$ cat config.mk
export PLATFORM = sky130hd
export DESIGN_NAME = ambient_cancelled_wall_sensor_sequencer
export DESIGN_NICKNAME = d
export VERILOG_FILES = /design/src/acws_pkg.sv /design/src/acws_in_reg.sv /design/src/acws_core.sv /design/src/acws_out_reg.sv /design/src/ambient_cancelled_wall_sensor_sequencer.sv
export VERILOG_INCLUDE_DIRS = /design/src /design/src/src
export SDC_FILE = /design/constraint.sdc
export NUM_CORES = 1
export LEC_CHECK = 0
export BUFFER_PORTS_ARGS = -buffer_cell sky130_fd_sc_hd__buf_2
export CORE_ASPECT_RATIO = 0.6
export CORE_MARGIN = 4
export CORE_UTILIZATION = 65
export DETAILED_ROUTE_END_ITERATION = 8
export HOLD_SLACK_MARGIN = 0.03
export PLACE_DENSITY = 0.95
export SETUP_SLACK_MARGIN = 0.1
export SYNTH_ARGS = -nofsm -noshare
export SYNTH_HDL_FRONTEND = slang
export SYNTH_SLANG_ARGS = --single-unit
$ cat constraint.sdc
create_clock -name i_clk -period 10.28 [get_ports i_clk]
set_input_delay 1.028 -clock i_clk [delete_from_list [all_inputs] [get_ports i_clk]]
set_output_delay 1.028 -clock i_clk [all_outputs]
set_load 0.005 [all_outputs]
$ cat src/ambient_cancelled_wall_sensor_sequencer_macros.svh
// assertion macros shared by the wall sensor sequencer modules
// no dependencies; included by the modules that carry assertions
`ifndef AMBIENT_CANCELLED_WALL_SENSOR_SEQUENCER_MACROS_SVH
`define AMBIENT_CANCELLED_WALL_SENSOR_SEQUENCER_MACROS_SVH

// same-cycle implication, disabled during reset
`define ACWS_ASSERT_NOW(label, clk, rst_n, ante, cons) \
    label: assert property (@(posedge clk) disable iff (!(rst_n)) (ante) |-> (cons)) \
        else $error("acws assertion failed");

// next-cycle implication, disabled during reset
`define ACWS_ASSERT_NEXT(label, clk, rst_n, ante, cons) \
    label: assert property (@(posedge clk) disable iff (!(rst_n)) (ante) |=> (cons)) \
        else $error("acws assertion failed");

`endif

$ cat src/acws_pkg.sv
// types, constants and helper functions of the wall sensor sequencer
// no dependencies; used by every module of the block
`default_nettype none

package acws_pkg;

    localparam int SAMPLE_BITS = 12;
    localparam int LIMIT_W     = 12;
    localparam int VAL_W       = LIMIT_W + 1;
    localparam int CHG_W       = 13;
    localparam int DARK_W      = (SAMPLE_BITS < LIMIT_W) ? SAMPLE_BITS : LIMIT_W;
    localparam int DIFF_W      = ((SAMPLE_BITS > LIMIT_W) ? SAMPLE_BITS : LIMIT_W) + 1;
    localparam int VALUE_LIMIT = 4095;
    localparam int IN_DATA_W   = ((4 * SAMPLE_BITS + 7) / 8) * 8;
    localparam int OUT_BITS    = 2 + 4 + 4 * VAL_W + 3 + 8 + 2 * CHG_W;
    localparam int OUT_DATA_W  = ((OUT_BITS + 7) / 8) * 8;
    localparam int CFG_IDX_W   = 2;

    localparam logic OP_CONV  = 1'b0;
    localparam logic OP_CHECK = 1'b1;

    localparam logic [CFG_IDX_W-1:0] REG_FRONT_LEFT  = 2'd0;
    localparam logic [CFG_IDX_W-1:0] REG_FRONT_RIGHT = 2'd1;
    localparam logic [CFG_IDX_W-1:0] REG_SIDE_LEFT   = 2'd2;
    localparam logic [CFG_IDX_W-1:0] REG_SIDE_RIGHT  = 2'd3;

    localparam logic [3:0] DRIVE_OFF   = 4'h0;
    localparam logic [3:0] DRIVE_SIDE  = 4'h9;
    localparam logic [3:0] DRIVE_FRONT = 4'h6;

    localparam logic [7:0] MAP_FRONT_LEFT = 8'h88;
    localparam logic [7:0] MAP_SIDE_RIGHT = 8'h44;
    localparam logic [7:0] MAP_SIDE_LEFT  = 8'h11;

    localparam logic [2:0] FLAG_SIDE_LEFT   = 3'b001;
    localparam logic [2:0] FLAG_SIDE_RIGHT  = 3'b010;
    localparam logic [2:0] FLAG_FRONT_RIGHT = 3'b100;

    typedef enum logic [1:0] {
        PH_DARK  = 2'd0,
        PH_SIDE  = 2'd1,
        PH_FRONT = 2'd2,
        PH_DONE  = 2'd3
    } t_phase;

    typedef struct packed {
        logic                   op;
        logic [SAMPLE_BITS-1:0] sample_side_left;
        logic [SAMPLE_BITS-1:0] sample_side_right;
        logic [SAMPLE_BITS-1:0] sample_front_left;
        logic [SAMPLE_BITS-1:0] sample_front_right;
    } t_item;

    typedef struct packed {
        logic                    updated;
        logic [CHG_W-1:0]        side_right_change;
        logic [CHG_W-1:0]        side_left_change;
        logic [7:0]              wall_map;
        logic [2:0]              wall_flags;
        logic signed [VAL_W-1:0] side_right_value;
        logic signed [VAL_W-1:0] side_left_value;
        logic signed [VAL_W-1:0] front_right_value;
        logic signed [VAL_W-1:0] front_left_value;
        logic [3:0]              emitter_drive;
        t_phase                  phase_now;
    } t_result;

    // lit minus dark, clamped to the value range
    function automatic logic signed [VAL_W-1:0] lit_minus_dark(
        input logic [SAMPLE_BITS-1:0] lit,
        input logic [DARK_W-1:0]      dark
    );
        logic signed [DIFF_W-1:0] d;
        logic signed [DIFF_W-1:0] lim_p;
        logic signed [DIFF_W-1:0] lim_n;
        lim_p = DIFF_W'(VALUE_LIMIT);
        lim_n = -lim_p;
        d = $signed({{(DIFF_W-SAMPLE_BITS){1'b0}}, lit})
          - $signed({{(DIFF_W-DARK_W){1'b0}}, dark});
        if (d > lim_p) begin
            d = lim_p;
        end else if (d < lim_n) begin
            d = lim_n;
        end
        return VAL_W'(d);
    endfunction

    function automatic logic [CHG_W-1:0] abs_diff(
        input logic signed [VAL_W-1:0] a,
        input logic signed [VAL_W-1:0] b
    );
        logic signed [VAL_W:0] d;
        d = $signed({a[VAL_W-1], a}) - $signed({b[VAL_W-1], b});
        if (d < 0) begin
            d = -d;
        end
        return CHG_W'(d);
    endfunction

    // negative values never reach an unsigned limit
    function automatic logic at_or_above(
        input logic signed [VAL_W-1:0] value,
        input logic [LIMIT_W-1:0]      limit
    );
        return !value[VAL_W-1] && (value[LIMIT_W-1:0] >= limit);
    endfunction

    function automatic logic above(
        input logic signed [VAL_W-1:0] value,
        input logic [LIMIT_W-1:0]      limit
    );
        return !value[VAL_W-1] && (value[LIMIT_W-1:0] > limit);
    endfunction

endpackage

`default_nettype wire

$ cat src/acws_in_reg.sv
// input register stage: unpacks the request stream into an item
// depends on acws_pkg
`default_nettype none

module acws_in_reg (
    input  wire logic                           i_clk,
    input  wire logic                           i_rst_n,
    input  wire logic                           i_s_axis_tvalid,
    output logic                                o_s_axis_tready,
    input  wire logic [acws_pkg::IN_DATA_W-1:0] i_s_axis_tdata,
    input  wire logic                           i_s_axis_tuser,
    input  wire logic                           i_next_ready,
    output logic                                o_valid,
    output acws_pkg::t_item                     o_item
);

    logic            r_valid;
    acws_pkg::t_item r_item;
    acws_pkg::t_item n_item;
    logic            w_accept;

    assign o_s_axis_tready = !r_valid || i_next_ready;
    assign w_accept        = i_s_axis_tvalid && o_s_axis_tready;

    always_comb begin
        n_item.op                 = i_s_axis_tuser;
        n_item.sample_front_right = i_s_axis_tdata[acws_pkg::SAMPLE_BITS-1:0];
        n_item.sample_front_left  = i_s_axis_tdata[2*acws_pkg::SAMPLE_BITS-1 -: acws_pkg::SAMPLE_BITS];
        n_item.sample_side_right  = i_s_axis_tdata[3*acws_pkg::SAMPLE_BITS-1 -: acws_pkg::SAMPLE_BITS];
        n_item.sample_side_left   = i_s_axis_tdata[4*acws_pkg::SAMPLE_BITS-1 -: acws_pkg::SAMPLE_BITS];
    end

    always_ff @(posedge i_clk) begin
        if (!i_rst_n) begin
            r_valid <= 1'b0;
        end else if (w_accept) begin
            r_valid <= 1'b1;
        end else if (i_next_ready) begin
            r_valid <= 1'b0;
        end
    end

    always_ff @(posedge i_clk) begin
        if (w_accept) begin
            r_item <= n_item;
        end
    end

    assign o_valid = r_valid;
    assign o_item  = r_item;

endmodule

`default_nettype wire

$ cat src/acws_core.sv
// phase sequencer, dark store, wall values and wall update logic
// depends on acws_pkg and the assertion macros header
`default_nettype none
`include "ambient_cancelled_wall_sensor_sequencer_macros.svh"

module acws_core (
    input  wire logic                               i_clk,
    input  wire logic                               i_rst_n,
    input  wire logic                               i_cfg_we,
    input  wire logic [acws_pkg::CFG_IDX_W-1:0]     i_cfg_index,
    input  wire logic [acws_pkg::LIMIT_W-1:0]       i_cfg_data,
    input  wire logic                               i_adv,
    input  wire acws_pkg::t_item                    i_item,
    output acws_pkg::t_result                       o_res
);

    logic [acws_pkg::LIMIT_W-1:0] r_lim_fl, r_lim_fr, r_lim_sl, r_lim_sr;

    acws_pkg::t_phase r_phase, n_phase;
    logic [acws_pkg::DARK_W-1:0] r_dark_fr, r_dark_fl, r_dark_sr, r_dark_sl;
    logic [acws_pkg::DARK_W-1:0] n_dark_fr, n_dark_fl, n_dark_sr, n_dark_sl;
    logic signed [acws_pkg::VAL_W-1:0] r_val_fl, r_val_fr, r_val_sl, r_val_sr;
    logic signed [acws_pkg::VAL_W-1:0] n_val_fl, n_val_fr, n_val_sl, n_val_sr;
    logic signed [acws_pkg::VAL_W-1:0] r_prev_sl, r_prev_sr, n_prev_sl, n_prev_sr;
    logic [acws_pkg::CHG_W-1:0] r_chg_sl, r_chg_sr, n_chg_sl, n_chg_sr;
    logic [2:0] r_flags, n_flags;
    logic       w_updated;
    logic [3:0] w_drive;
    logic [7:0] w_map;

    always_ff @(posedge i_clk) begin
        if (!i_rst_n) begin
            r_lim_fl <= '0;
            r_lim_fr <= '0;
            r_lim_sl <= '0;
            r_lim_sr <= '0;
        end else if (i_cfg_we) begin
            case (i_cfg_index)
                acws_pkg::REG_FRONT_LEFT:  r_lim_fl <= i_cfg_data;
                acws_pkg::REG_FRONT_RIGHT: r_lim_fr <= i_cfg_data;
                acws_pkg::REG_SIDE_LEFT:   r_lim_sl <= i_cfg_data;
                acws_pkg::REG_SIDE_RIGHT:  r_lim_sr <= i_cfg_data;
                default: ;
            endcase
        end
    end

    always_comb begin
        n_phase   = r_phase;
        n_dark_fr = r_dark_fr;
        n_dark_fl = r_dark_fl;
        n_dark_sr = r_dark_sr;
        n_dark_sl = r_dark_sl;
        n_val_fl  = r_val_fl;
        n_val_fr  = r_val_fr;
        n_val_sl  = r_val_sl;
        n_val_sr  = r_val_sr;
        n_prev_sl = r_prev_sl;
        n_prev_sr = r_prev_sr;
        n_chg_sl  = r_chg_sl;
        n_chg_sr  = r_chg_sr;
        n_flags   = r_flags;
        w_updated = 1'b0;
        if (i_item.op == acws_pkg::OP_CONV) begin
            case (r_phase)
                acws_pkg::PH_DARK: begin
                    n_dark_fr = i_item.sample_front_right[acws_pkg::DARK_W-1:0];
                    n_dark_fl = i_item.sample_front_left[acws_pkg::DARK_W-1:0];
                    n_dark_sr = i_item.sample_side_right[acws_pkg::DARK_W-1:0];
                    n_dark_sl = i_item.sample_side_left[acws_pkg::DARK_W-1:0];
                    n_phase   = acws_pkg::PH_SIDE;
                end
                acws_pkg::PH_SIDE: begin
                    n_val_sr = acws_pkg::lit_minus_dark(i_item.sample_side_right, r_dark_sr);
                    n_val_sl = acws_pkg::lit_minus_dark(i_item.sample_side_left, r_dark_sl);
                    n_phase  = acws_pkg::PH_FRONT;
                end
                acws_pkg::PH_FRONT: begin
                    n_val_fr = acws_pkg::lit_minus_dark(i_item.sample_front_right, r_dark_fr);
                    n_val_fl = acws_pkg::lit_minus_dark(i_item.sample_front_left, r_dark_fl);
                    n_phase  = acws_pkg::PH_DONE;
                end
                default: ;
            endcase
        end else if (r_phase == acws_pkg::PH_DONE) begin
            n_phase   = acws_pkg::PH_DARK;
            w_updated = 1'b1;
            n_chg_sr  = acws_pkg::abs_diff(r_val_sr, r_prev_sr);
            n_chg_sl  = acws_pkg::abs_diff(r_val_sl, r_prev_sl);
            n_flags   = '0;
            if (acws_pkg::at_or_above(r_val_sl, r_lim_sl)) begin
                n_flags = n_flags | acws_pkg::FLAG_SIDE_LEFT;
            end
            if (acws_pkg::at_or_above(r_val_sr, r_lim_sr)) begin
                n_flags = n_flags | acws_pkg::FLAG_SIDE_RIGHT;
            end
            if (acws_pkg::at_or_above(r_val_fr, r_lim_fr)) begin
                n_flags = n_flags | acws_pkg::FLAG_FRONT_RIGHT;
            end
            n_prev_sr = r_val_sr;
            n_prev_sl = r_val_sl;
        end

        case (n_phase)
            acws_pkg::PH_SIDE:  w_drive = acws_pkg::DRIVE_SIDE;
            acws_pkg::PH_FRONT: w_drive = acws_pkg::DRIVE_FRONT;
            default:            w_drive = acws_pkg::DRIVE_OFF;
        endcase

        // map uses strict compare on the values after this item
        w_map = '0;
        if (acws_pkg::above(n_val_fl, r_lim_fl)) begin
            w_map = w_map | acws_pkg::MAP_FRONT_LEFT;
        end
        if (acws_pkg::above(n_val_sr, r_lim_sr)) begin
            w_map = w_map | acws_pkg::MAP_SIDE_RIGHT;
        end
        if (acws_pkg::above(n_val_sl, r_lim_sl)) begin
            w_map = w_map | acws_pkg::MAP_SIDE_LEFT;
        end

        o_res.phase_now         = n_phase;
        o_res.emitter_drive     = w_drive;
        o_res.front_left_value  = n_val_fl;
        o_res.front_right_value = n_val_fr;
        o_res.side_left_value   = n_val_sl;
        o_res.side_right_value  = n_val_sr;
        o_res.wall_flags        = n_flags;
        o_res.wall_map          = w_map;
        o_res.side_left_change  = n_chg_sl;
        o_res.side_right_change = n_chg_sr;
        o_res.updated           = w_updated;
    end

    always_ff @(posedge i_clk) begin
        if (!i_rst_n) begin
            r_phase <= acws_pkg::PH_DARK;
        end else if (i_adv) begin
            r_phase <= n_phase;
        end
    end

    always_ff @(posedge i_clk) begin
        if (!i_rst_n) begin
            r_dark_fr <= '0;
            r_dark_fl <= '0;
            r_dark_sr <= '0;
            r_dark_sl <= '0;
            r_val_fl  <= '0;
            r_val_fr  <= '0;
            r_val_sl  <= '0;
            r_val_sr  <= '0;
            r_prev_sl <= '0;
            r_prev_sr <= '0;
            r_chg_sl  <= '0;
            r_chg_sr  <= '0;
            r_flags   <= '0;
        end else if (i_adv) begin
            r_dark_fr <= n_dark_fr;
            r_dark_fl <= n_dark_fl;
            r_dark_sr <= n_dark_sr;
            r_dark_sl <= n_dark_sl;
            r_val_fl  <= n_val_fl;
            r_val_fr  <= n_val_fr;
            r_val_sl  <= n_val_sl;
            r_val_sr  <= n_val_sr;
            r_prev_sl <= n_prev_sl;
            r_prev_sr <= n_prev_sr;
            r_chg_sl  <= n_chg_sl;
            r_chg_sr  <= n_chg_sr;
            r_flags   <= n_flags;
        end
    end

    `ACWS_ASSERT_NOW(a_update_only_when_done, i_clk, i_rst_n,
        i_adv && o_res.updated,
        r_phase == acws_pkg::PH_DONE && i_item.op == acws_pkg::OP_CHECK)
    `ACWS_ASSERT_NEXT(a_conv_in_done_ignored, i_clk, i_rst_n,
        i_adv && i_item.op == acws_pkg::OP_CONV && r_phase == acws_pkg::PH_DONE,
        r_phase == acws_pkg::PH_DONE && $stable(r_val_fl) && $stable(r_val_sr))
    `ACWS_ASSERT_NEXT(a_state_holds_when_idle, i_clk, i_rst_n,
        !i_adv,
        $stable(r_phase) && $stable(r_flags) && $stable(r_prev_sl))

endmodule

`default_nettype wire

$ cat src/acws_out_reg.sv
// result register stage: holds one result and packs the result stream
// depends on acws_pkg and the assertion macros header
`default_nettype none
`include "ambient_cancelled_wall_sensor_sequencer_macros.svh"

module acws_out_reg (
    input  wire logic                             i_clk,
    input  wire logic                             i_rst_n,
    input  wire logic                             i_load,
    input  wire acws_pkg::t_result                i_res,
    output logic                                  o_ready,
    output logic                                  o_m_axis_tvalid,
    input  wire logic                             i_m_axis_tready,
    output logic [acws_pkg::OUT_DATA_W-1:0]       o_m_axis_tdata,
    output logic                                  o_m_axis_tuser
);

    logic              r_valid;
    acws_pkg::t_result r_res;

    assign o_ready = !r_valid || i_m_axis_tready;

    always_ff @(posedge i_clk) begin
        if (!i_rst_n) begin
            r_valid <= 1'b0;
        end else if (i_load) begin
            r_valid <= 1'b1;
        end else if (i_m_axis_tready) begin
            r_valid <= 1'b0;
        end
    end

    always_ff @(posedge i_clk) begin
        if (i_load) begin
            r_res <= i_res;
        end
    end

    assign o_m_axis_tvalid = r_valid;
    assign o_m_axis_tuser  = r_res.updated;
    assign o_m_axis_tdata  = {
        {(acws_pkg::OUT_DATA_W - acws_pkg::OUT_BITS){1'b0}},
        r_res.side_right_change,
        r_res.side_left_change,
        r_res.wall_map,
        r_res.wall_flags,
        r_res.side_right_value,
        r_res.side_left_value,
        r_res.front_right_value,
        r_res.front_left_value,
        r_res.emitter_drive,
        r_res.phase_now
    };

    `ACWS_ASSERT_NEXT(a_load_sets_valid, i_clk, i_rst_n, i_load, r_valid)
    `ACWS_ASSERT_NOW(a_no_load_over_pending, i_clk, i_rst_n,
        i_load && r_valid, i_m_axis_tready)

endmodule

`default_nettype wire

$ cat src/ambient_cancelled_wall_sensor_sequencer.sv
// ambient-cancelled wall sensor sequencer, top level
// a request accepted into the input register is processed by the combinational phase and
// wall update logic and its result is loaded into the result register; throughput one
// request per cycle while the result stream is not stalled
// reset (synchronous, active low) empties both stages, clears limits and all sensor state
// depends on acws_pkg, acws_in_reg, acws_core and acws_out_reg
`default_nettype none

module ambient_cancelled_wall_sensor_sequencer (
    input  wire logic                            i_clk,
    input  wire logic                            i_rst_n,
    input  wire logic                            i_cfg_we,
    input  wire logic [acws_pkg::CFG_IDX_W-1:0]  i_cfg_index,
    input  wire logic [acws_pkg::LIMIT_W-1:0]    i_cfg_data,
    input  wire logic                            i_s_axis_tvalid,
    output logic                                 o_s_axis_tready,
    // sample_front_right, sample_front_left, sample_side_right, sample_side_left
    input  wire logic [acws_pkg::IN_DATA_W-1:0]  i_s_axis_tdata,
    // operation
    input  wire logic                            i_s_axis_tuser,
    output logic                                 o_m_axis_tvalid,
    input  wire logic                            i_m_axis_tready,
    // phase_now, emitter_drive, front_left_value, front_right_value, side_left_value,
    // side_right_value, wall_flags, wall_map, side_left_change, side_right_change
    output logic [acws_pkg::OUT_DATA_W-1:0]      o_m_axis_tdata,
    // updated
    output logic                                 o_m_axis_tuser
);

    logic              w_item_valid;
    acws_pkg::t_item   w_item;
    logic              w_out_ready;
    logic              w_adv;
    acws_pkg::t_result w_res;

    assign w_adv = w_item_valid && w_out_ready;

    acws_in_reg u_in_reg (
        .i_clk           (i_clk),
        .i_rst_n         (i_rst_n),
        .i_s_axis_tvalid (i_s_axis_tvalid),
        .o_s_axis_tready (o_s_axis_tready),
        .i_s_axis_tdata  (i_s_axis_tdata),
        .i_s_axis_tuser  (i_s_axis_tuser),
        .i_next_ready    (w_out_ready),
        .o_valid         (w_item_valid),
        .o_item          (w_item)
    );

    acws_core u_core (
        .i_clk       (i_clk),
        .i_rst_n     (i_rst_n),
        .i_cfg_we    (i_cfg_we),
        .i_cfg_index (i_cfg_index),
        .i_cfg_data  (i_cfg_data),
        .i_adv       (w_adv),
        .i_item      (w_item),
        .o_res       (w_res)
    );

    acws_out_reg u_out_reg (
        .i_clk           (i_clk),
        .i_rst_n         (i_rst_n),
        .i_load          (w_adv),
        .i_res           (w_res),
        .o_ready         (w_out_ready),
        .o_m_axis_tvalid (o_m_axis_tvalid),
        .i_m_axis_tready (i_m_axis_tready),
        .o_m_axis_tdata  (o_m_axis_tdata),
        .o_m_axis_tuser  (o_m_axis_tuser)
    );

endmodule

`default_nettype wire

==> results.py <==
metrics = {
    "outcome": {
        "status": "completed",
    },
    "timing": {
        "timing.hold.ws_ns": 0.456,
        "rsz0062_at_grt": "false",
        "timing.final.crit_share_pct": 54.8,
        "setup_viol": 0,
        "slew_violations": 0,
        "slew-limit-headroom_pct": 34.6,
        "fin_skew_ns": 0.0257,
        "clock.fmax_mhz": 178,
        "setup_tns_ns": 0,
        "hold_violations": 0,
        "layout_min_cycle_time_ns": 5.63,
        "tightestPinTransition_ns": 0.980,
    },
    "die": {
        "initial_core_util_pct": 66.0,
        "pin_count": 167,
        "die_w_um": 224,
        "core_um2": 27500,
        "rows": 47,
        "die_height_um": 137,
        "die-area_um2": 30800,
    },
    "power_and_ir_drop": {
        "swShare_pct": 25.5,
        "power_frac_seq_pct": 49.4,
        "power_frac_clock_pct": 38.7,
        "p_int_mw": 2.25,
        "powerDensity_nw_per_um2": 149,
        "combPwrFrac_pct": 11.9,
        "leakagePower_nw": 7.83,
        "irDropWorstVdd_v": 0.000134,
        "total_power_mw": 3.02,
        "switching_power_uw": 768,
    },
    "critical_path": {
        "critPathMaxFanout": 9,
        "crit_top_cell": "a21oi_1",
        "cp-start-kind": "flip-flop",
        "cp-startpoint": "u_in_reg.o_item[12]",
        "r2r-start": "u_in_reg.o_item[12]",
        "crit_family": "compound AO/OA/AOI/OAI gates",
        "crit_required_ns": 10.56,
        "crit_chain": "inv_1 > ha_1 > fa_1 > nand2b_1 > a21oi_1 > o21ai_1 > a21oi_1 > nor2_1 > or4_1 > nor4_1 > a31o_2 > ha_1 > nor2_1 > a22o_1 > ha_1 > a21o_1 > a21oi_1 > nor2b_1 > o21ai_0 > nand2b_1 > a21oi_1 > nor2b_1 > o21ai_0 > a221oi_1",
        "crit_end": "u_out_reg.o_m_axis_tdata[64]",
        "reg2reg_depth": 24,
        "worst-path-buf-inv": 1,
        "arrival_ns": 5.91,
        "cp-end-kind": "flip-flop",
        "slowest_delay_ns": 0.48,
        "path_class": "flip-flop to flip-flop",
        "ff2ff_setup_slack_ns": 4.65,
        "cp_num_cells": 24,
        "slowest_stage": "or4_1",
        "reg2reg_to": "u_out_reg.o_m_axis_tdata[64]",
    },
    "final_layout": {
        "regArea_um2": 8290,
        "finish.net_count": 2344,
        "instances_no_fill": 2510,
        "area_growth_syn_to_layout_pct": 11.3,
        "multiInputGateArea_um2": 8920,
        "fillers": 1805,
        "final_util_pct": 73.5,
        "drive_gt1_share_pct": 12.6,
    },
    "place": {
        "portBuffers": 163,
        "gp_congestion": 0.933,
        "post-place-cells": 2452,
        "hpwl_um": 33400,
    },
    "global_routing": {
        "first_global_vias": 14800,
        "gr-usage-all-layers_pct": 30.2,
        "grt_overflow": 0,
        "grt_pass1_wl_um": 75700,
        "antenna_found_initial": 2,
        "grt_start_max_net_pins": 125,
    },
    "min_path": {
        "min_from": "u_core.r_prev_sl[10]",
        "worst_hold_path_type": "flip-flop to flip-flop",
    },
    "drt": {
        "met3_length_um": 5660,
        "route.vias.total": 15500,
        "drt-total-wl_um": 48200,
        "drt-pass1-iter-count": 6,
        "drt-met1-wl_um": 19400,
        "drc": 0,
        "highest_layer": "met5",
        "drtIter0Drc": 1958,
        "wl_met2_um": 21000,
        "wl_per_cell_um": 19.2,
        "routed_via_density": 6.19,
        "ant_nets": 0,
    },
    "clock_network": {
        "cts_tree": "built",
        "clock_latency_ns": 0.58,
        "cts_made_buffers": 31,
        "ctsHtreeMaxLevel": 1,
        "postCtsResizedCells": 0,
        "cts_hold_buf": 0,
        "cts_setup_buffers": 0,
        "clkTransAtPathRegs_ns": 0.07,
        "cts.sink_count": 345,
        "clk_path_buf_depth": 3,
        "root_buffer": "clkbuf_16",
    },
    "synth": {
        "syn_area_per_cell_um2": 9.09,
        "synth_ff_type": "dfxtp_1",
        "yosys_warnings": 0,
        "synth-seq-area-share_pct": 45.6,
        "synth_top_area_share_pct": 22.8,
        "synth_area_leader_cell": "dfxtp_1",
        "synth_edf_count": 138,
        "ys_types": 80,
        "netlist_instances": 1998,
        "synth_area_um2": 18200,
        "yosys_register_bits": 345,
        "ys_top_cells_by_area": "dfxtp_1 (23%), edfxtp_1 (23%), ha_1 (10%)",
        "yosys-top-cells-count": "nand2_1 (351), a21oi_1 (227), dfxtp_1 (207), inv_1 (162), ha_1 (152)",
        "async_flop_share_pct": 0,
        "yosysMostFrequentCell": "nand2_1",
    },
    "job": {
        "maxCapViolCount": 0,
    },
}
-- worst min-delay path, cell delays in order, from the launching register on --
cell,delay (ns)
dfxtp_1,0.31
nand2_1,0.05
a21oi_1,0.05
-- cell usage in the layout (no fill, tap or decap), drive strengths merged, types with 16 or more instances in the layout --
cell / count
o21a: 16
o31ai: 18
buf: 176
edfxtp: 138
ha: 152
nor3: 25
nor2: 132
a211oi: 27
clkbuf: 47
nand2b: 24
a22o: 30
inv: 164
dfxtp: 207
nand2: 352
o21ai: 93
xor2: 28
nand3: 21
xnor2: 43
a21o: 35
a21oi: 230
nor2b: 18
mux2i: 16
-- stage by stage --
| step | instance area [um2] | worst slack [ns] |
|---|---|---|
| final | 20200 | 4.65 |
| after CTS | 20200 | 4.83 |
| after detailed placement | 19200 | 5.04 |
| after global placement | 19200 | 5.33 |
| after global routing | 20200 | 4.45 |
| after floorplan | 18200 | 5.61 |
-- layout make-up --
type / instances / share of cell area, %
diodes: 1 / 0.0124
clock inverters: 10 / 0.396
inverters: 163 / 3.06
clock buffers: 47 / 4.64
repair buffers: 176 / 4.52
well taps: 367 / 2.27
multi-input cells: 1401 / 44.1
flip-flops and latches: 345 / 41.0
-- power groups by stage --
stage	Combinational, mW	Clock, mW	Sequential (mW)
after global routing	0.390	1.22	1.49
final	0.360	1.17	1.49
after detailed placement	0.343	0	1.52
after global placement	0.323	0	1.52
after CTS	0.350	1.17	1.49
after floorplan	0.236	0	1.51
-- registers in the layout, indices dropped and copies added (netlist names), 2 cells and up --
signal,cells
u_core.r_prev_sr,13
u_core.r_lim_fr,12
u_core.r_phase,2
u_core.r_lim_sr,12
u_core.r_chg_sr,13
u_in_reg.o_item,49
u_core.r_chg_sl,13
u_core.r_val_fr,13
u_core.r_dark_fl,12
u_core.r_flags,3
u_core.r_val_sr,13
u_core.r_prev_sl,13
u_core.r_dark_sr,12
u_core.r_val_sl,13
u_core.r_val_fl,13
u_core.r_dark_fr,12
u_core.r_lim_sl,12
u_core.r_dark_sl,12
u_out_reg.o_m_axis_tdata,88
u_core.r_lim_fl,12
-- per-layer routing --
layer | up-vias | GRT usage (%)
met4 | 2 | 10.6
met2 | 921 | 47.3
li1 | 7160 | -
met1 | 7257 | 42.0
met3 | 203 | 6.32
met5 | - | 0
-- worst min-delay path by stage --
stage,endpoint,depth (start not counted)
CTS,u_core.r_lim_sr[5],2
detailed placement,u_core.r_dark_fr[2],2
global route,u_core.r_prev_sl[10],2
finish,u_core.r_prev_sl[10],2
global placement,u_core.r_dark_fl[10],2
floorplan,u_core.r_dark_fl[10],2
-- cells by family (layout without fill, tap and decap cells) --
kind of cell               Yosys count  count (layout)  share of synthesized area, %
muxes                               17              17                         0.944
other                                1               4                        0.0207
adders and majority gates          158             158                          11.1
xor gates and xnor gates            71              71                          3.47
DFF                                345             345                          45.6
and+or+nand+nor                    640             640                          15.4
AOI/OAI and AO/OA                  512             512                          18.0
buffers and inverters              254             396                          5.44
Note: power is estimated with default switching activity, not from simulation.
